## src/hdl/iirfs_pkg.sv

```systemverilog
// Shared types and constants of the saturating biquad filter.
package iirfs_pkg;

    localparam int COEF_W     = 32;  // Q16.16 coefficient width
    localparam int LIMIT_W    = 15;  // clamp magnitude width
    localparam int CFG_ADDR_W = 4;   // config index width
    localparam int CFG_DATA_W = 32;

    // Configuration register indexes
    typedef enum logic [CFG_ADDR_W-1:0] {
        REG_NUM0  = 4'd0,
        REG_NUM1  = 4'd1,
        REG_NUM2  = 4'd2,
        REG_DEN1  = 4'd3,
        REG_DEN2  = 4'd4,
        REG_RECIP = 4'd5,
        REG_GAIN  = 4'd6,
        REG_LIMIT = 4'd7
    } t_cfg_idx;

    typedef struct packed {
        logic signed [COEF_W-1:0] num0;
        logic signed [COEF_W-1:0] num1;
        logic signed [COEF_W-1:0] num2;
        logic signed [COEF_W-1:0] den1;
        logic signed [COEF_W-1:0] den2;
        logic signed [COEF_W-1:0] recip;
        logic signed [COEF_W-1:0] gain;
        logic [LIMIT_W-1:0]       limit;
    } t_coefs;

    // What the registered product is used for in the following cycle
    typedef enum logic [2:0] {
        OP_NONE,
        OP_NUM,    // add to numerator sum
        OP_FB,     // add to feedback sum
        OP_MQ_LO,  // low chunk of a Q16.16 scaling
        OP_MQ_HI   // high chunk, finishes the scaling
    } t_mul_op;

    typedef enum logic [2:0] {
        COEF_B0,
        COEF_B1,
        COEF_B2,
        COEF_A1,
        COEF_A2,
        COEF_GAIN,
        COEF_RECIP
    } t_coef_sel;

    typedef enum logic [2:0] {
        OPND_X0,
        OPND_X1,
        OPND_X2,
        OPND_Y1,
        OPND_Y2,
        OPND_MQ_LO,
        OPND_MQ_HI
    } t_opnd_sel;

    // Controller to datapath command word
    typedef struct packed {
        logic      capture;   // take new sample, clear sums
        t_mul_op   mul_op;
        t_coef_sel coef;
        t_opnd_sel opnd;
        logic      load_mag;  // latch magnitude of scaling operand
        logic      mag_acc;   // 1: from accumulator, 0: from numerator sum
        logic      fbsub;     // acc -= feedback sum
        logic      round;     // round accumulator to integer sample
        logic      write;     // clamp, load output, shift histories
    } t_cmd;

endpackage

```

## src/hdl/iirfs_cfg.sv

```systemverilog
// Configuration register bank of the saturating biquad filter.
module iirfs_cfg import iirfs_pkg::*; (
    input  logic                  i_clk,
    input  logic                  i_rst_n,
    input  logic                  i_cfg_valid,
    output logic                  o_cfg_ready,
    input  logic [CFG_ADDR_W-1:0] i_cfg_addr,
    input  logic [CFG_DATA_W-1:0] i_cfg_data,
    output t_coefs                o_coefs
);

    t_coefs r_coefs;

    assign o_cfg_ready = 1'b1;
    assign o_coefs     = r_coefs;

    always_ff @(posedge i_clk) begin
        if (!i_rst_n) begin
            r_coefs.num0  <= '0;
            r_coefs.num1  <= '0;
            r_coefs.num2  <= '0;
            r_coefs.den1  <= '0;
            r_coefs.den2  <= '0;
            r_coefs.recip <= 32'sd65536;  // 1.0
            r_coefs.gain  <= 32'sd65536;  // 1.0
            r_coefs.limit <= '0;
        end else if (i_cfg_valid) begin
            case (t_cfg_idx'(i_cfg_addr))
                REG_NUM0:  r_coefs.num0  <= $signed(i_cfg_data[COEF_W-1:0]);
                REG_NUM1:  r_coefs.num1  <= $signed(i_cfg_data[COEF_W-1:0]);
                REG_NUM2:  r_coefs.num2  <= $signed(i_cfg_data[COEF_W-1:0]);
                REG_DEN1:  r_coefs.den1  <= $signed(i_cfg_data[COEF_W-1:0]);
                REG_DEN2:  r_coefs.den2  <= $signed(i_cfg_data[COEF_W-1:0]);
                REG_RECIP: r_coefs.recip <= $signed(i_cfg_data[COEF_W-1:0]);
                REG_GAIN:  r_coefs.gain  <= $signed(i_cfg_data[COEF_W-1:0]);
                REG_LIMIT: r_coefs.limit <= i_cfg_data[LIMIT_W-1:0];
                default: begin
                    // indexes past the list are dropped
                end
            endcase
        end
    end

endmodule

```

## config.mk

```make
export PLATFORM = sky130hd
export DESIGN_NAME = iirfs_cfg
export DESIGN_NICKNAME = d
export VERILOG_FILES = /design/src/hdl/iirfs_pkg.sv /design/src/hdl/iirfs_cfg.sv
export SDC_FILE = /design/constraint.sdc
export NUM_CORES = 1
export LEC_CHECK = 0
export BUFFER_PORTS_ARGS = -buffer_cell sky130_fd_sc_hd__buf_2
export CORE_MARGIN = 8
export CORE_UTILIZATION = 35
export DETAILED_ROUTE_END_ITERATION = 8
export PLACE_DENSITY = 0.71
export SETUP_SLACK_MARGIN = 0.3
export SLEW_MARGIN = 20
export SYNTH_ARGS = -nofsm -noshare
export SYNTH_HDL_FRONTEND = slang
export SYNTH_SLANG_ARGS = --single-unit
```

## constraint.sdc

```tcl
create_clock -name i_clk -period 1.1 [get_ports i_clk]
set_input_delay 0.11 -clock i_clk [delete_from_list [all_inputs] [get_ports i_clk]]
set_output_delay 0.11 -clock i_clk [all_outputs]
set_load 0.005 [all_outputs]
```

==> results.sh <==
export IMPL_end_kind="output pin"
export IMPL_synth_area_mm2=0.00867
export IMPL_layout_drive_gt1_share_pct=56.2
export IMPL_grt_usage_pct=17.8
export IMPL_grt_antenna_before_repair=1
export IMPL_wl_um=30000
export IMPL_skew_ns=0
export IMPL_viasPerCell=4.80
export IMPL_cpMaxStageDelayCell="dfxtp_2"
export IMPL_min_period_ns=1.09
export IMPL_cp_required_ns=0.99
export IMPL_crit_family="flip-flops"
export IMPL_utilization_pct=55.7
export IMPL_clk_pin_slew_ns=0.06
export IMPL_place_hpwl_um=18800
export IMPL_yosysMostFrequentCell="nand2_1"
export IMPL_largest_reg_flops=239
export IMPL_ys_async_sr_fraction_pct=0
export IMPL_r2r_end="o_coefs[194]$_SDFFE_PN0P_"
export IMPL_ios=279
export IMPL_leakagePower_uw=0.00646
export IMPL_holdWs_ns=0.0287
export IMPL_synthFlopType="dfxtp_1"
export IMPL_row_count=57
export IMPL_drv_cap=0
export IMPL_reg2reg_depth=4
export IMPL_worstHoldStart="i_cfg_data[0]"
export IMPL_worst_setup_path_start_kind="register"
export IMPL_drc=0
export IMPL_path_max_fanout=2
export IMPL_syn_to_final_growth_pct=56.2
export IMPL_synthTopCellsByCount="nand2_1 (271), dfxtp_1 (239), mux2i_1 (239)"
export IMPL_num_nets_final=1210
export IMPL_r2r_start="o_coefs[194]$_SDFFE_PN0P_"
export IMPL_min_to="o_coefs[15]$_SDFFE_PN0P_"
export IMPL_irDropWorstVdd_mv=0.943
export IMPL_gp_congestion=0.779
export IMPL_coreArea_mm2=0.0243
export IMPL_netlist_instances=822
export IMPL_cp_arrival_ns=0.98
export IMPL_fin_crit_sh_pct=99.2
export IMPL_path_buf_inv=1
export IMPL_ys_warnings_count=0
export IMPL_cts_buffer_depth=3
export IMPL_hold_depth=4
export IMPL_fp_dieArea_mm2=0.0301
export IMPL_drt_iter0_markers=435
export IMPL_postSynthAreaPerCell_um2=10.5
export IMPL_htree_levels=1
export IMPL_yosysTopAreaCell="dfxtp_1"
export IMPL_cts_sinks=239
export IMPL_rsz0062_at_grt="yes"
export IMPL_critical_path_class="reg -> out"
export IMPL_synthesis_nets=861
export IMPL_synth_top_area_share_pct=55.2
export IMPL_yosysUniqueCellTypes=19
export IMPL_drv_slew=0
export IMPL_synth_edf_count=0
export IMPL_cts_made_buffers=25
export IMPL_die_y_um=173
export IMPL_cts_tree="built"
export IMPL_cp_cell_sequence="buf_6"
export IMPL_layout_setup_ws_ns=0.00876
export IMPL_min_path_type="in -> reg"
export IMPL_routedWlPerCell_um=19.8
export IMPL_synthTopCellsByArea="dfxtp_1 (55%), mux2i_1 (28%), nand2_1 (12%)"
export IMPL_hold_viol_final=0
export IMPL_power_density_mw_per_mm2=1380
export IMPL_place_ws_ns=-0.300
export IMPL_finalSetupViolations=0
export IMPL_status="completed"
export IMPL_ant_nets=0
export IMPL_finalPower_uw=18600
export IMPL_die_x_um=173
export IMPL_grt_pass1_vias=7564
export IMPL_grt_overflow=0
export IMPL_start_util_pct=35.6
export IMPL_yosys_register_bits=239
export IMPL_fmax_mhz=916
export IMPL_grt_start_max_net_pins=50
export IMPL_slowest_delay_ns=0.36
export IMPL_first_pass_iters=7
export IMPL_rrSetupSlack_ns=0.30
export IMPL_io_buffers=277
export IMPL_grt_pass1_wl_um=43700
export IMPL_dr_total_vias=7278
export IMPL_ys_seq_area_share_pct=55.2
export IMPL_root_buffer="clkbuf_16"
export IMPL_worstSkewPairLatency_ns=0.52
-- worst max-delay path by stage --
stage          cells past startpoint  slack [ns]                       end                       from
5_1_grt                            1       -0.04              o_coefs[149]  o_coefs[149]$_SDFFE_PN0P_
3_5_place_dp                       5       -0.30  o_coefs[84]$_SDFFE_PN0P_              i_cfg_addr[3]
2_1_floorplan                      5       0.006  o_coefs[88]$_SDFFE_PN0P_              i_cfg_addr[3]
6_report                           1       0.009              o_coefs[180]  o_coefs[180]$_SDFFE_PN0P_
4_1_cts                            1       -0.03              o_coefs[190]  o_coefs[190]$_SDFFE_PN0P_
3_3_place_gp                       5       -0.27  o_coefs[84]$_SDFFE_PN0P_              i_cfg_addr[3]
-- stage by stage --
stage	setup TNS (ns)	area (um^2)	instances
6_report	0	13500	1515
5_1_grt	-1.09	13500	1515
3_3_place_gp	-38.50	10600	1410
4_1_cts	-0.265	12600	1473
3_5_place_dp	-41.10	10600	1410
2_1_floorplan	0	8820	822
-- repair_timing --
action	CTS	global route
endpoints found under the hold margin	12	0
cloned	1	3
hold buffers	3	0
setup buffers	13	38
setup endpoints to repair	286	291
pin swaps	1	3
resized for setup	358	98
-- metal layers --
layer | share of wire [%] | GRT usage [%] | wire (um) | up-vias
met5 | 0 | 0 | 0 | -
met4 | 2.3 | 5.53 | 676 | 0
met3 | 8.1 | 6.01 | 2410 | 47
met2 | 49 | 30.3 | 14700 | 288
met1 | 40 | 20.7 | 12100 | 3526
li1 | - | - | - | 3417
-- power by group --
group / internal [uW] / switching (uW)
logic: 528 / 614
registers: 8780 / 85.7
clock network: 5170 / 3470
-- area by class of cell --
class                           count  area, um^2
Antenna cell                        1        2.50
Clock buffer                       36         707
Clock inverter                     10         131
Fill cell                        1946       10800
Multi-Input combinational cell    524        3580
Sequential cell                   239        5090
Tap cell                          324         405
Timing Repair Buffer              381        3630
-- placed cells by master (no fill, tap or decap), types with 2 or more instances in the layout --
| master | instances |
|---|---|
| clkbuf_1 | 7 |
| bufinv_16 | 3 |
| nand2_1 | 267 |
| clkinv_2 | 5 |
| nor3b_4 | 3 |
| mux2i_1 | 237 |
| nor2b_1 | 3 |
| clkbuf_8 | 5 |
| buf_4 | 73 |
| nand3b_1 | 2 |
| buf_6 | 191 |
| buf_2 | 92 |
| clkbuf_16 | 28 |
| dlygate4sd3_1 | 3 |
| nand2_2 | 4 |
| buf_8 | 4 |
| buf_12 | 13 |
| dfxtp_2 | 238 |
-- kinds of logic (layout without fill, tap and decap cells) --
logic type	count (synthesis)	after routing	share of synthesized area, %
simple gates	284	284	12.9
buf+inv	59	427	4.24
flops	239	239	55.2
other cells	1	2	0.0433
mux	239	239	27.6
Power figures use the tool's default switching activity.
