$ cat config.mk
export PLATFORM = sky130hd
export DESIGN_NAME = iirfs_ctrl
export DESIGN_NICKNAME = d
export VERILOG_FILES = /design/src/hdl/iirfs_pkg.sv /design/src/hdl/iirfs_ctrl.sv
export SDC_FILE = /design/constraint.sdc
export NUM_CORES = 1
export LEC_CHECK = 0
export ABC_AREA = 1
export BUFFER_PORTS_ARGS = -buffer_cell sky130_fd_sc_hd__clkbuf_2
export CAP_MARGIN = 25
export CORE_AREA = 8 8 45 47
export CTS_CLUSTER_DIAMETER = 80
export CTS_CLUSTER_SIZE = 25
export DETAILED_ROUTE_END_ITERATION = 7
export DIE_AREA = 0 0 53 55
export PLACE_DENSITY = 0.75
export SLEW_MARGIN = 5
export SYNTH_ARGS = -nofsm -noshare
export SYNTH_HDL_FRONTEND = slang
export SYNTH_SLANG_ARGS = --single-unit
$ cat constraint.sdc
create_clock -name i_clk -period 1.3 [get_ports i_clk]
set_clock_uncertainty 0.15 [all_clocks]
set_input_delay 0.26 -clock i_clk [delete_from_list [all_inputs] [get_ports i_clk]]
set_output_delay 0.26 -clock i_clk [all_outputs]
set_load 0.005 [all_outputs]
$ cat src/hdl/iirfs_pkg.sv
// Shared types and constants of the saturating biquad filter.
package iirfs_pkg;

    localparam int COEF_W     = 32;  // Q16.16 coefficient width
    localparam int LIMIT_W    = 15;  // clamp magnitude width
    localparam int CFG_ADDR_W = 4;   // config index width
    localparam int CFG_DATA_W = 32;

    // Configuration register indexes
    typedef enum logic [CFG_ADDR_W-1:0] {
        REG_NUM0  = 4'd0,
        REG_NUM1  = 4'd1,
        REG_NUM2  = 4'd2,
        REG_DEN1  = 4'd3,
        REG_DEN2  = 4'd4,
        REG_RECIP = 4'd5,
        REG_GAIN  = 4'd6,
        REG_LIMIT = 4'd7
    } t_cfg_idx;

    typedef struct packed {
        logic signed [COEF_W-1:0] num0;
        logic signed [COEF_W-1:0] num1;
        logic signed [COEF_W-1:0] num2;
        logic signed [COEF_W-1:0] den1;
        logic signed [COEF_W-1:0] den2;
        logic signed [COEF_W-1:0] recip;
        logic signed [COEF_W-1:0] gain;
        logic [LIMIT_W-1:0]       limit;
    } t_coefs;

    // What the registered product is used for in the following cycle
    typedef enum logic [2:0] {
        OP_NONE,
        OP_NUM,    // add to numerator sum
        OP_FB,     // add to feedback sum
        OP_MQ_LO,  // low chunk of a Q16.16 scaling
        OP_MQ_HI   // high chunk, finishes the scaling
    } t_mul_op;

    typedef enum logic [2:0] {
        COEF_B0,
        COEF_B1,
        COEF_B2,
        COEF_A1,
        COEF_A2,
        COEF_GAIN,
        COEF_RECIP
    } t_coef_sel;

    typedef enum logic [2:0] {
        OPND_X0,
        OPND_X1,
        OPND_X2,
        OPND_Y1,
        OPND_Y2,
        OPND_MQ_LO,
        OPND_MQ_HI
    } t_opnd_sel;

    // Controller to datapath command word
    typedef struct packed {
        logic      capture;   // take new sample, clear sums
        t_mul_op   mul_op;
        t_coef_sel coef;
        t_opnd_sel opnd;
        logic      load_mag;  // latch magnitude of scaling operand
        logic      mag_acc;   // 1: from accumulator, 0: from numerator sum
        logic      fbsub;     // acc -= feedback sum
        logic      round;     // round accumulator to integer sample
        logic      write;     // clamp, load output, shift histories
    } t_cmd;

endpackage

$ cat src/hdl/iirfs_ctrl.sv
// Sequencer: steps one sample through the shared multiplier and output handshake.
module iirfs_ctrl import iirfs_pkg::*; #(
    parameter int ORDER = 2
) (
    input  logic i_clk,
    input  logic i_rst_n,
    input  logic i_valid,
    output logic o_ready,
    output logic o_valid,
    input  logic i_ready,
    output t_cmd o_cmd
);

    typedef enum logic [4:0] {
        ST_IDLE,
        ST_MAC0,
        ST_MAC1,
        ST_MAC2,
        ST_MAC3,
        ST_MAC4,
        ST_GMAG,
        ST_GLO,
        ST_GHI,
        ST_GWAIT,
        ST_FBSUB,
        ST_RMAG,
        ST_RLO,
        ST_RHI,
        ST_RWAIT,
        ST_ROUND,
        ST_WRITE
    } t_state;

    t_state r_state;
    logic   r_in_ready;
    logic   r_out_valid;
    logic   out_free;

    assign o_ready  = r_in_ready;
    assign o_valid  = r_out_valid;
    assign out_free = !r_out_valid || i_ready;

    always_comb begin
        o_cmd         = '0;
        o_cmd.mul_op  = OP_NONE;
        o_cmd.coef    = COEF_B0;
        o_cmd.opnd    = OPND_X0;
        o_cmd.capture = r_in_ready && i_valid;
        case (r_state)
            ST_MAC0: begin
                o_cmd.mul_op = OP_NUM;
                o_cmd.coef   = COEF_B0;
                o_cmd.opnd   = OPND_X0;
            end
            ST_MAC1: begin
                o_cmd.mul_op = OP_NUM;
                o_cmd.coef   = COEF_B1;
                o_cmd.opnd   = OPND_X1;
            end
            ST_MAC2: begin
                o_cmd.mul_op = OP_NUM;
                o_cmd.coef   = COEF_B2;
                o_cmd.opnd   = OPND_X2;
            end
            ST_MAC3: begin
                o_cmd.mul_op = OP_FB;
                o_cmd.coef   = COEF_A1;
                o_cmd.opnd   = OPND_Y1;
            end
            ST_MAC4: begin
                o_cmd.mul_op = OP_FB;
                o_cmd.coef   = COEF_A2;
                o_cmd.opnd   = OPND_Y2;
            end
            ST_GMAG: begin
                o_cmd.load_mag = 1'b1;
                o_cmd.mag_acc  = 1'b0;
            end
            ST_GLO: begin
                o_cmd.mul_op = OP_MQ_LO;
                o_cmd.coef   = COEF_GAIN;
                o_cmd.opnd   = OPND_MQ_LO;
            end
            ST_GHI: begin
                o_cmd.mul_op = OP_MQ_HI;
                o_cmd.coef   = COEF_GAIN;
                o_cmd.opnd   = OPND_MQ_HI;
            end
            ST_FBSUB: o_cmd.fbsub = 1'b1;
            ST_RMAG: begin
                o_cmd.load_mag = 1'b1;
                o_cmd.mag_acc  = 1'b1;
            end
            ST_RLO: begin
                o_cmd.mul_op = OP_MQ_LO;
                o_cmd.coef   = COEF_RECIP;
                o_cmd.opnd   = OPND_MQ_LO;
            end
            ST_RHI: begin
                o_cmd.mul_op = OP_MQ_HI;
                o_cmd.coef   = COEF_RECIP;
                o_cmd.opnd   = OPND_MQ_HI;
            end
            ST_ROUND: o_cmd.round = 1'b1;
            ST_WRITE: o_cmd.write = out_free;
            default: begin
            end
        endcase
    end

    always_ff @(posedge i_clk) begin
        if (!i_rst_n) begin
            r_state     <= ST_IDLE;
            r_in_ready  <= 1'b1;
            r_out_valid <= 1'b0;
        end else begin
            if (o_cmd.write) begin
                r_out_valid <= 1'b1;
            end else if (i_ready) begin
                r_out_valid <= 1'b0;
            end
            case (r_state)
                ST_IDLE: begin
                    if (i_valid) begin
                        r_in_ready <= 1'b0;
                        r_state    <= ST_MAC0;
                    end
                end
                ST_MAC0:  r_state <= ST_MAC1;
                ST_MAC1:  r_state <= (ORDER >= 2) ? ST_MAC2 : ST_MAC3;
                ST_MAC2:  r_state <= ST_MAC3;
                ST_MAC3:  r_state <= (ORDER >= 2) ? ST_MAC4 : ST_GMAG;
                ST_MAC4:  r_state <= ST_GMAG;
                ST_GMAG:  r_state <= ST_GLO;
                ST_GLO:   r_state <= ST_GHI;
                ST_GHI:   r_state <= ST_GWAIT;
                ST_GWAIT: r_state <= ST_FBSUB;
                ST_FBSUB: r_state <= ST_RMAG;
                ST_RMAG:  r_state <= ST_RLO;
                ST_RLO:   r_state <= ST_RHI;
                ST_RHI:   r_state <= ST_RWAIT;
                ST_RWAIT: r_state <= ST_ROUND;
                ST_ROUND: r_state <= ST_WRITE;
                ST_WRITE: begin
                    if (out_free) begin
                        r_in_ready <= 1'b1;
                        r_state    <= ST_IDLE;
                    end
                end
                default: begin
                    r_in_ready <= 1'b1;
                    r_state    <= ST_IDLE;
                end
            endcase
        end
    end

endmodule
==> flow_summary.toml <==
[final_layout]
area.growth.synth_to_final_pct = 137.0
layout_common_cells = "25 x sky130_fd_sc_hd__buf_4, 14 x sky130_fd_sc_hd__clkbuf_2, 14 x sky130_fd_sc_hd__buf_6"
insertedDiodeCount = 0
num-nets-final = 155
layout.cells.most_common = "sky130_fd_sc_hd__buf_4"
nFillCells = 61
finalInstanceArea_um2 = 1251
layout.area.seq_um2 = 160.2
finish.utilization_pct = 90.42
multi_input_logic_area_um2 = 483.0
post_route_cells_drive_above_1_share_pct = 74.67

[clock_tree]
cts.sink_count = 7
cts-root-buf = "sky130_fd_sc_hd__clkbuf_4"
cts.reportedPaths.clkPinSlew_ps = 60
cts_inserted_buffers = 3
max-clock-path-buffers = 2
htree_num_levels = 1
worst_skew_pair.late_latency_ps = 260
cts_tree = "done"

[power_and_ir_drop]
p_switching_uw = 369.8
share_comb_of_total_power_pct = 49.8
irDropWorstVdd_uv = 885.5
p_seq_share_pct = 27.8
switching_share_pct = 38.80
p_clk_share_pct = 22.4
power_leakage_uw = 0.0006724
finalPower_uw = 953.0
internal_power_uw = 583.3
power_density_nw_per_um2 = 761.7

[placement]
gpl.final_weighted_congestion = 0.9536
placement.io_buffers = 20
placement.cell_area_um2 = 830.8
hpwl_um = 1495
dp_worst_setup_slack_ps = -260.0

[synth]
yosys_warnings = 0
yosys_register_bits = 7
synth_sequential_area_ratio_pct = 26.54
netlist_top_cells_area = "sky130_fd_sc_hd__dfxtp_1 27%, sky130_fd_sc_hd__nand2_1 12%, sky130_fd_sc_hd__nand3_1 10%"
yosys.cell_types.count = 21
syn_inst = 87
yosys.area.top_type = "sky130_fd_sc_hd__dfxtp_1"
post-synth-top-area-fraction_pct = 26.54
mappedNetlistNets = 91
synth.cell_area_um2 = 528.0
synth_area_per_cell_um2 = 6.069

[floorplanning]
placeableCoreArea_um2 = 1384
fp.dieH_um = 55
die_wd_um = 53
num_io_pins = 21
starting_density_of_the_core_pct = 38.16
floorplan.rows = 14
die_area_um2 = 2915

[route]
first_pass_iters = 4
drc = 0
route.detailed.wl_per_inst_um = 20.41
detailroute.via_count = 938
detailedRoute.firstIterationViolations = 51
wirelength_um = 3388
detail_route.vias_per_cell = 5.651
drt.antenna.violating_nets = 0

[grt]
grt_usage_pct = 18.70
pin_count_of_the_biggest_net_entering_global_routing = 7
grt_overflow_total = 0
antenna_found_initial = 0
first_global_vias = 868
grt_first_pass_wirelength_um = 4064

[sta]
slew-limit-headroom_pct = 80.61
rsz_0062_raised_after_global_routing = "true"
fin_worst_hold_slack_ps = 112.4
timing.final.hold_violations = 0
finalMaxSlewViolations = 0
timing.fmax_ghz = 0.5344
finalSetupViolCount = 19
post-route-min-period_ps = 1871
layout_setup_ws_ps = -571.4
tightest_slew_ps = 289.0
period_share_pct = 144.0

[run_status]
violations = "negative setup slack"
status = "finished, violations left"

[critical_path]
timing.setup.critical_path_class = "reg -> out"
crit_path_max_fanout = 6
worst-endpoint-required_ps = 890
regToRegSetupSlack_ps = -330
crit_arrival_ps = 1460
setup.worst_path.end_class = "primary output"
timing.critical_path.from_type = "flop"

[run]
cap_violations = 0

[min_path]
worstHoldPathType = "in -> reg"
## cells in the mapped netlist
cell and instances:
sky130_fd_sc_hd__buf_4 1, sky130_fd_sc_hd__o21ai_0 5, sky130_fd_sc_hd__inv_1 14, sky130_fd_sc_hd__o211ai_1 1
sky130_fd_sc_hd__nor2_4 1, sky130_fd_sc_hd__nand2_1 17, sky130_fd_sc_hd__nor2_1 11, sky130_fd_sc_hd__inv_2 3
sky130_fd_sc_hd__nand2_2 1, sky130_fd_sc_hd__nand4_1 2, sky130_fd_sc_hd__nor2_2 3, sky130_fd_sc_hd__a22oi_1 1
sky130_fd_sc_hd__o221ai_1 1, sky130_fd_sc_hd__dfxtp_1 7, sky130_fd_sc_hd__o21a_1 2, sky130_fd_sc_hd__buf_6 1
sky130_fd_sc_hd__nand2_4 1, sky130_fd_sc_hd__nand3_1 11, sky130_fd_sc_hd__nor3_1 1, sky130_fd_sc_hd__nor4_1 1
sky130_fd_sc_hd__a21oi_1 2
## path summary, 6_finish.rpt
check	cells past startpoint	to	startpoint
max	6	o_cmd[9]	r_state[0]$_SDFFE_PN0P_
min	3	r_state[3]$_SDFFE_PN0P_	i_rst_n
max reg2reg	7	o_ready$_SDFFE_PN1P_	r_state[2]$_SDFFE_PN0P_
min reg2reg	2	o_ready$_SDFFE_PN1P_	o_ready$_SDFFE_PN1P_
## registers in the layout (all words and copies together) (netlist names)
name,count
r_state,5
o_valid,1
o_ready,1
## power groups by stage
stage	Sequential, µW	Clock (µW)	Combinational (µW)
6_report	265	214	475
5_1_grt	265	226	500
4_1_cts	255	203	327
3_5_place_dp	260	0	258
3_3_place_gp	257	0	252
2_1_floorplan	253	0	137
## per-layer routing
metal	track usage, %	wire, µm
met2	33.20	1613
met4	11.21	298
met5	0	0
met1	20.09	1218
met3	3.743	258
## stage by stage
stage	setup TNS, ps	instances
2_1_floorplan	-114.1	87
3_3_place_gp	-2098	145
3_5_place_dp	-3084	145
4_1_cts	-5814	159
5_1_grt	-8230	166
6_report	-7095	166
## kinds of logic (layout without fill, tap and decap cells)
| group | count (synthesis) | in the layout | synth area share (%) |
|---|---|---|---|
| simple gates | 49 | 49 | 43.84 |
| buf+inv | 19 | 82 | 15.64 |
| compound gates | 12 | 12 | 13.98 |
| flops | 7 | 7 | 26.54 |
## layout make-up
type | count | share of cell area (%)
clock buffer | 4 | 2.100
sequential | 7 | 12.80
inverter | 17 | 6.100
timing repair buffer | 61 | 38.80
multi-input combinational | 61 | 38.60
tap | 16 | 1.600
## what timing repair did
action	in CTS	in global routing
hold buffers	0	0
endpoints found under the setup margin	19	19
buffers inserted	12	7
gates resized for setup	35	43
pin swaps	15	17
## worst max-delay path, stage by stage, from the launching register on
cell	delay, ps
sky130_fd_sc_hd__dfxtp_4	430
sky130_fd_sc_hd__nand2_4	90
sky130_fd_sc_hd__nor2_4	150
sky130_fd_sc_hd__nand2_2	100
sky130_fd_sc_hd__o21a_1	150
sky130_fd_sc_hd__o21ai_1	130
sky130_fd_sc_hd__buf_2	150
No activity file was read; power rests on OpenSTA's default activity.
