**src/hdl/iirfs_pkg.sv**
```systemverilog
// Shared types and constants of the saturating biquad filter.
package iirfs_pkg;

    localparam int COEF_W     = 32;  // Q16.16 coefficient width
    localparam int LIMIT_W    = 15;  // clamp magnitude width
    localparam int CFG_ADDR_W = 4;   // config index width
    localparam int CFG_DATA_W = 32;

    // Configuration register indexes
    typedef enum logic [CFG_ADDR_W-1:0] {
        REG_NUM0  = 4'd0,
        REG_NUM1  = 4'd1,
        REG_NUM2  = 4'd2,
        REG_DEN1  = 4'd3,
        REG_DEN2  = 4'd4,
        REG_RECIP = 4'd5,
        REG_GAIN  = 4'd6,
        REG_LIMIT = 4'd7
    } t_cfg_idx;

    typedef struct packed {
        logic signed [COEF_W-1:0] num0;
        logic signed [COEF_W-1:0] num1;
        logic signed [COEF_W-1:0] num2;
        logic signed [COEF_W-1:0] den1;
        logic signed [COEF_W-1:0] den2;
        logic signed [COEF_W-1:0] recip;
        logic signed [COEF_W-1:0] gain;
        logic [LIMIT_W-1:0]       limit;
    } t_coefs;

    // What the registered product is used for in the following cycle
    typedef enum logic [2:0] {
        OP_NONE,
        OP_NUM,    // add to numerator sum
        OP_FB,     // add to feedback sum
        OP_MQ_LO,  // low chunk of a Q16.16 scaling
        OP_MQ_HI   // high chunk, finishes the scaling
    } t_mul_op;

    typedef enum logic [2:0] {
        COEF_B0,
        COEF_B1,
        COEF_B2,
        COEF_A1,
        COEF_A2,
        COEF_GAIN,
        COEF_RECIP
    } t_coef_sel;

    typedef enum logic [2:0] {
        OPND_X0,
        OPND_X1,
        OPND_X2,
        OPND_Y1,
        OPND_Y2,
        OPND_MQ_LO,
        OPND_MQ_HI
    } t_opnd_sel;

    // Controller to datapath command word
    typedef struct packed {
        logic      capture;   // take new sample, clear sums
        t_mul_op   mul_op;
        t_coef_sel coef;
        t_opnd_sel opnd;
        logic      load_mag;  // latch magnitude of scaling operand
        logic      mag_acc;   // 1: from accumulator, 0: from numerator sum
        logic      fbsub;     // acc -= feedback sum
        logic      round;     // round accumulator to integer sample
        logic      write;     // clamp, load output, shift histories
    } t_cmd;

endpackage

```
**src/hdl/iirfs_dp.sv**
```systemverilog
// Datapath: shared 32x32 multiplier, saturating sums, scaling, round and clamp.
module iirfs_dp import iirfs_pkg::*; #(
    parameter int SAMPLE_WIDTH = 16
) (
    input  logic                           i_clk,
    input  logic                           i_rst_n,
    input  t_cmd                           i_cmd,
    input  t_coefs                         i_coefs,
    input  logic signed [SAMPLE_WIDTH-1:0] i_sample,
    output logic signed [SAMPLE_WIDTH-1:0] o_sample,
    output logic                           o_clipped
);

    localparam int SW = SAMPLE_WIDTH;
    localparam int YW = 48;  // rounded result fits in 48 bits signed
    localparam logic [63:0]        ACC_MAX   = 64'h3FFF_FFFF_FFFF_FFFF;
    localparam logic signed [63:0] ACC_MAX_S = 64'sh3FFF_FFFF_FFFF_FFFF;
    localparam logic signed [YW-1:0] SMAX = YW'((64'd1 << (SW - 1)) - 64'd1);
    localparam logic signed [YW-1:0] SMIN = -SMAX - YW'(1);

    function automatic logic signed [63:0] sat_add(input logic signed [63:0] a,
                                                   input logic signed [63:0] b);
        logic signed [63:0] s;
        s = a + b;
        if (s > ACC_MAX_S) begin
            return ACC_MAX_S;
        end else if (s < -ACC_MAX_S) begin
            return -ACC_MAX_S;
        end
        return s;
    endfunction

    // history and working registers
    logic signed [SW-1:0] r_x0;
    logic signed [SW-1:0] r_xh [2];
    logic signed [SW-1:0] r_yh [2];
    logic signed [63:0]   r_num, r_fb, r_acc;
    logic [61:0]          r_opmag;
    logic                 r_opneg;
    logic [63:0]          r_prod;
    logic                 r_prod_neg;
    t_mul_op              r_prod_op;
    logic [47:0]          r_rt;
    logic signed [YW-1:0] r_y;
    logic signed [SW-1:0] r_out_sample;
    logic                 r_out_clip;

    logic signed [COEF_W-1:0] coef;
    logic signed [32:0]       coef_ext;
    logic [31:0]              coef_mag;
    logic signed [SW-1:0]     samp;
    logic signed [32:0]       samp_ext;
    logic [31:0]              samp_mag;
    logic [31:0]              opnd_mag;
    logic                     opnd_neg;
    logic [63:0]              pmag;
    logic signed [63:0]       psig;
    logic [62:0]              hi_sum;
    logic [63:0]              hi_mag;
    logic signed [63:0]       hi_sig;
    logic [47:0]              n_rt;
    logic signed [63:0]       mag_src;
    logic signed [63:0]       mag_abs;
    logic [63:0]              acc_abs;
    logic [63:0]              ym;
    logic signed [63:0]       y_full;
    logic signed [YW-1:0]     lim;
    logic signed [YW-1:0]     y_c;
    logic                     clip;

    assign o_sample  = r_out_sample;
    assign o_clipped = r_out_clip;

    // multiplier operand selection
    always_comb begin
        case (i_cmd.coef)
            COEF_B0:    coef = i_coefs.num0;
            COEF_B1:    coef = i_coefs.num1;
            COEF_B2:    coef = i_coefs.num2;
            COEF_A1:    coef = i_coefs.den1;
            COEF_A2:    coef = i_coefs.den2;
            COEF_GAIN:  coef = i_coefs.gain;
            COEF_RECIP: coef = i_coefs.recip;
            default:    coef = i_coefs.gain;
        endcase
        coef_ext = 33'(coef);
        coef_mag = coef[COEF_W-1] ? 32'(-coef_ext) : 32'(coef_ext);

        case (i_cmd.opnd)
            OPND_X1: samp = r_xh[0];
            OPND_X2: samp = r_xh[1];
            OPND_Y1: samp = r_yh[0];
            OPND_Y2: samp = r_yh[1];
            default: samp = r_x0;
        endcase
        samp_ext = 33'(samp);
        samp_mag = samp[SW-1] ? 32'(-samp_ext) : 32'(samp_ext);

        case (i_cmd.opnd)
            OPND_MQ_LO: begin
                opnd_mag = r_opmag[31:0];
                opnd_neg = r_opneg;
            end
            OPND_MQ_HI: begin
                opnd_mag = {2'b00, r_opmag[61:32]};
                opnd_neg = r_opneg;
            end
            default: begin
                opnd_mag = samp_mag;
                opnd_neg = samp[SW-1];
            end
        endcase
    end

    // post-multiply arithmetic
    always_comb begin
        pmag = (r_prod > ACC_MAX) ? ACC_MAX : r_prod;
        psig = r_prod_neg ? -$signed(pmag) : $signed(pmag);

        // (P_hi * 2^32 + P_lo + 2^15) >> 16 == P_hi * 2^16 + r_rt
        n_rt   = 48'((r_prod + 64'h8000) >> 16);
        hi_sum = {1'b0, r_prod[45:0], 16'h0000} + 63'(r_rt);
        hi_mag = ((r_prod[63:46] != '0) || (hi_sum > 63'(ACC_MAX))) ? ACC_MAX
                                                                   : 64'(hi_sum);
        hi_sig = r_prod_neg ? -$signed(hi_mag) : $signed(hi_mag);

        mag_src = i_cmd.mag_acc ? r_acc : r_num;
        mag_abs = mag_src[63] ? -mag_src : mag_src;

        // round half away from zero
        acc_abs = r_acc[63] ? 64'(-r_acc) : 64'(r_acc);
        ym      = (acc_abs + 64'h8000) >> 16;
        y_full  = r_acc[63] ? -$signed(ym) : $signed(ym);

        // limit clamp, then sample range clamp
        lim  = $signed({{(YW - LIMIT_W){1'b0}}, i_coefs.limit});
        y_c  = r_y;
        clip = 1'b0;
        if (i_coefs.limit != '0) begin
            if (y_c > lim) begin
                y_c  = lim;
                clip = 1'b1;
            end
            if (y_c < -lim) begin
                y_c  = -lim;
                clip = 1'b1;
            end
        end
        if (y_c > SMAX) begin
            y_c  = SMAX;
            clip = 1'b1;
        end
        if (y_c < SMIN) begin
            y_c  = SMIN;
            clip = 1'b1;
        end
    end

    always_ff @(posedge i_clk) begin
        if (!i_rst_n) begin
            r_prod_op <= OP_NONE;
            r_xh[0]   <= '0;
            r_xh[1]   <= '0;
            r_yh[0]   <= '0;
            r_yh[1]   <= '0;
        end else begin
            r_prod_op <= i_cmd.mul_op;
            if (i_cmd.write) begin
                r_xh[0] <= r_x0;
                r_xh[1] <= r_xh[0];
                r_yh[0] <= y_c[SW-1:0];
                r_yh[1] <= r_yh[0];
            end
        end
    end

    always_ff @(posedge i_clk) begin
        r_prod     <= coef_mag * opnd_mag;
        r_prod_neg <= coef[COEF_W-1] ^ opnd_neg;

        if (i_cmd.capture) begin
            r_x0  <= i_sample;
            r_num <= '0;
            r_fb  <= '0;
        end else begin
            case (r_prod_op)
                OP_NUM:   r_num <= sat_add(r_num, psig);
                OP_FB:    r_fb  <= sat_add(r_fb, psig);
                OP_MQ_LO: r_rt  <= n_rt;
                OP_MQ_HI: r_acc <= hi_sig;
                default: begin
                end
            endcase
        end

        if (i_cmd.load_mag) begin
            r_opmag <= mag_abs[61:0];
            r_opneg <= mag_src[63];
        end
        if (i_cmd.fbsub) begin
            r_acc <= sat_add(r_acc, -r_fb);
        end
        if (i_cmd.round) begin
            r_y <= y_full[YW-1:0];
        end
        if (i_cmd.write) begin
            r_out_sample <= y_c[SW-1:0];
            r_out_clip   <= clip;
        end
    end

endmodule

```
**config.mk**
```make
export PLATFORM = sky130hd
export DESIGN_NAME = iirfs_dp
export DESIGN_NICKNAME = d
export VERILOG_FILES = /design/src/hdl/iirfs_pkg.sv /design/src/hdl/iirfs_dp.sv
export SDC_FILE = /design/constraint.sdc
export NUM_CORES = 2
export LEC_CHECK = 0
export ABC_AREA = 1
export BUFFER_PORTS_ARGS = -buffer_cell sky130_fd_sc_hd__buf_2
export CORE_MARGIN = 2
export CORE_UTILIZATION = 35
export DETAILED_ROUTE_END_ITERATION = 8
export MAX_ROUTING_LAYER = met4
export PLACE_DENSITY_LB_ADDON = 0.3
export SLEW_MARGIN = 20
export SYNTH_ARGS = -nofsm -noshare
export SYNTH_HDL_FRONTEND = slang
export SYNTH_SLANG_ARGS = --single-unit
```
**constraint.sdc**
```tcl
create_clock -name i_clk -period 10.4 [get_ports i_clk]
set_input_delay 1.04 -clock i_clk [delete_from_list [all_inputs] [get_ports i_clk]]
set_output_delay 1.04 -clock i_clk [all_outputs]
set_load 0.01 [all_outputs]
```
==> qor.txt <==
run status - finished clean
nets - 13,900
CTS Sinks - 516
HPWL Detailed - 278,000 um
die width - 490 um
WS Path Type - input pin to flip-flop
Seq/Total Area, Yosys - 16.4%
initial antenna violation count - 18
Layout area overhead - 14.0%
CP Launch Type - input pin
crit path max fanout - 15
Most used DFF post-synth - edfxtp_1
number of synthesized flops with an enable pin - 320
grt ovf - 0
most frequent cells in the layout - 2,474 x nand2_1, 2,089 x inv_1, 1,498 x nor2_1
H-tree levels - 2
ANT nets after route - 0
layout cells sized above 1 - 10.6%
clock latency on the worst-skew pair - 0.73 ns
Final GP Congestion - 1.03
Max stage delay on crit path - 0.58 ns
commonest non-fill, non-tap cell in the layout - nand2_1
Syn Std Cell Area - 82,600 um^2
critical path required time - 11.02 ns
Initial Util - 35.2%
crit end category - flip-flop
vias per cell - 5.19
drt first pass iters - 7
# fillers - 24,900
Yosys Warn Count - 0
DRC violations left - 0
hold slack - 0.492 ns
area occupied by multi-input gates - 60,000 um^2
Slew HR - 17.4%
initial drt markers - 7,983
Slew @ Worst Pin - 1.24 ns
Final Cycle Share - 95.5%
Reg clk slew, reported paths - 0.06 ns
most used cell, CP - fa_1
largest net degree at the start of global routing - 88
Arr. time, crit path - 10.55 ns
Max Buffers Root-to-Sink - 3
Synth cell types - 77
Largest delay share family, worst path - adder cells
Post-Place Cell Area - 91,800 um^2
die area - 240,000 um^2
I/O Buffers - 288
Hold Crit Class - flip-flop to flip-flop
Finished Cell Area - 94,200 um^2
Post-Syn Instances - 11,600
cts hold-fix bufs - 0
Final setup viols - 0
core area - 235,000 um^2
FF/Latch Area - 13,500 um^2
cts bufs inserted - 61
drt total wl - 328,000 um
Syn Area/Cell - 7.14 um^2
syn_nets - 13,300
number of global-route vias before repair - 78,600
Final Max Slew Viols - 0
slowest CP cell - fa_1
first-pass GRT wire length - 491,000 um
CTS Root Cell - clkbuf_16
crit path time final - 9.94 ns
detailed-route via count - 80,000
Total GRT Usage - 27.6%
Std-Cell Rows - 178
Max Clock Skew - 0.0611 ns
fmax - 101 MHz
CP bufs+invs - 16
synthesis-stage register bit count - 516
Avg WL per Cell - 21.3 um
Chip Height - 490 um
Max-Cap Viols - 0
I/O pin cnt - 289
Fin. Hold Viols - 0
Synth async-reset ratio - 0%
CTS tree - done
## metrics by stage
stage | cells | TNS [ns] | setup WS, ns | utilization (%)
after floorplan | 11600 | 0 | 0.0678 | -
after detailed placement | 15300 | -18.66 | -0.854 | 39.1
final | 15400 | 0 | 0.463 | 40.1
after CTS | 15400 | 0 | 0.0107 | 39.9
after global routing | 15400 | -0.0596 | -0.0246 | 40.1
after global placement | 15300 | -17.68 | -0.837 | 39.1
## cell usage after synthesis, types with 34 or more instances
master / instances / area share [%]
nand2_1: 2481 / 11
inv_1: 2099 / 9.5
nor2_1: 1508 / 6.8
fa_1: 900 / 22
a21oi_1: 660 / 4.0
ha_1: 556 / 8.4
o21ai_0: 521 / 3.2
xor2_1: 384 / 4.1
nand3_1: 345 / 2.1
edfxtp_1: 320 / 12
clkbuf_1: 272 / 1.2
dfxtp_1: 196 / 4.7
xnor2_1: 159 / 1.7
nor3_1: 146 / 0.88
nand4_1: 132 / 1.0
a31oi_1: 86 / 0.65
nor4_1: 70 / 0.53
o211ai_1: 46 / 0.42
a22o_1: 45 / 0.48
a21o_1: 42 / 0.38
a221oi_1: 41 / 0.43
o21a_1: 39 / 0.35
nor2_2: 35 / 0.26
buf_2: 34 / 0.21
## cells by family (layout without fill, tap and decap cells)
family / after synthesis / count (layout) / synth area share (%)
other: 0 / 9 / 0
flip-flops: 516 / 516 / 16.4
AND/OR/NAND/NOR: 4851 / 4851 / 24.1
buffers and inverters: 2497 / 3195 / 11.6
XOR/XNOR: 543 / 543 / 5.75
AO/OA/AOI/OAI: 1701 / 1701 / 11.9
multiplexers: 3 / 3 / 0.0363
adder cells (fa/ha/maj): 1456 / 1456 / 30.2
## per-layer routing
layer / part of all wire [%] / GRT usage (%)
met5: 0 / -
met2: 44 / 41.8
met1: 42 / 35.9
met3: 8.3 / 4.11
met4: 6.2 / 14.0
## cell type report
| cell class | instances | area share [%] |
|---|---|---|
| multi-input cells | 8554 | 63.7 |
| flip-flops and latches | 516 | 14.4 |
| inverters | 2144 | 8.55 |
| repair buffers | 935 | 6.95 |
| well taps | 3150 | 4.18 |
| clock buffers | 77 | 1.81 |
| clock inverters | 39 | 0.402 |
| diodes | 9 | 0.0239 |
## worst reg2reg max path, delay by kind of cell, from the launching register on
family / cells / cell delay (ns)
adders and majority gates: 10 / 4.53
AOI/OAI and AO/OA: 12 / 1.81
buffers and inverters: 14 / 1.51
and+or+nand+nor: 10 / 0.87
DFF: 1 / 0.36
xor gates and xnor gates: 1 / 0.18
## sequential cells by signal, indices dropped and copies added (netlist names)
| name | cells |
|---|---|
| r_prod_neg | 1 |
| r_rt | 48 |
| r_xh | 32 |
| r_acc | 64 |
| o_clipped | 1 |
| r_x0 | 16 |
| r_opneg | 1 |
| r_num | 64 |
| r_yh | 32 |
| r_fb | 64 |
| r_prod_op | 3 |
| r_prod | 64 |
| o_sample | 16 |
| r_opmag | 62 |
| r_y | 48 |
## path summary, 6_finish.rpt
path | cells past startpoint | from | end | slack, ns
worst min-delay path | 2 | r_num[62] | r_num[62] | 0.49
worst max-delay path | 45 | i_cmd[10] | r_prod[56] | 0.46
worst min register to register | 2 | r_num[62] | r_num[62] | 0.49
worst max register to register | 47 | r_xh[0][17] | r_prod[56] | 1.06
## repair_timing
action	CTS	global route
setup endpoints to repair	7	31
resized for setup	1	85
pin swaps	0	24
setup buffers	0	5
Power is not shown: default switching activity piles up to over one toggle a cycle in this logic, so the estimate is an artifact.
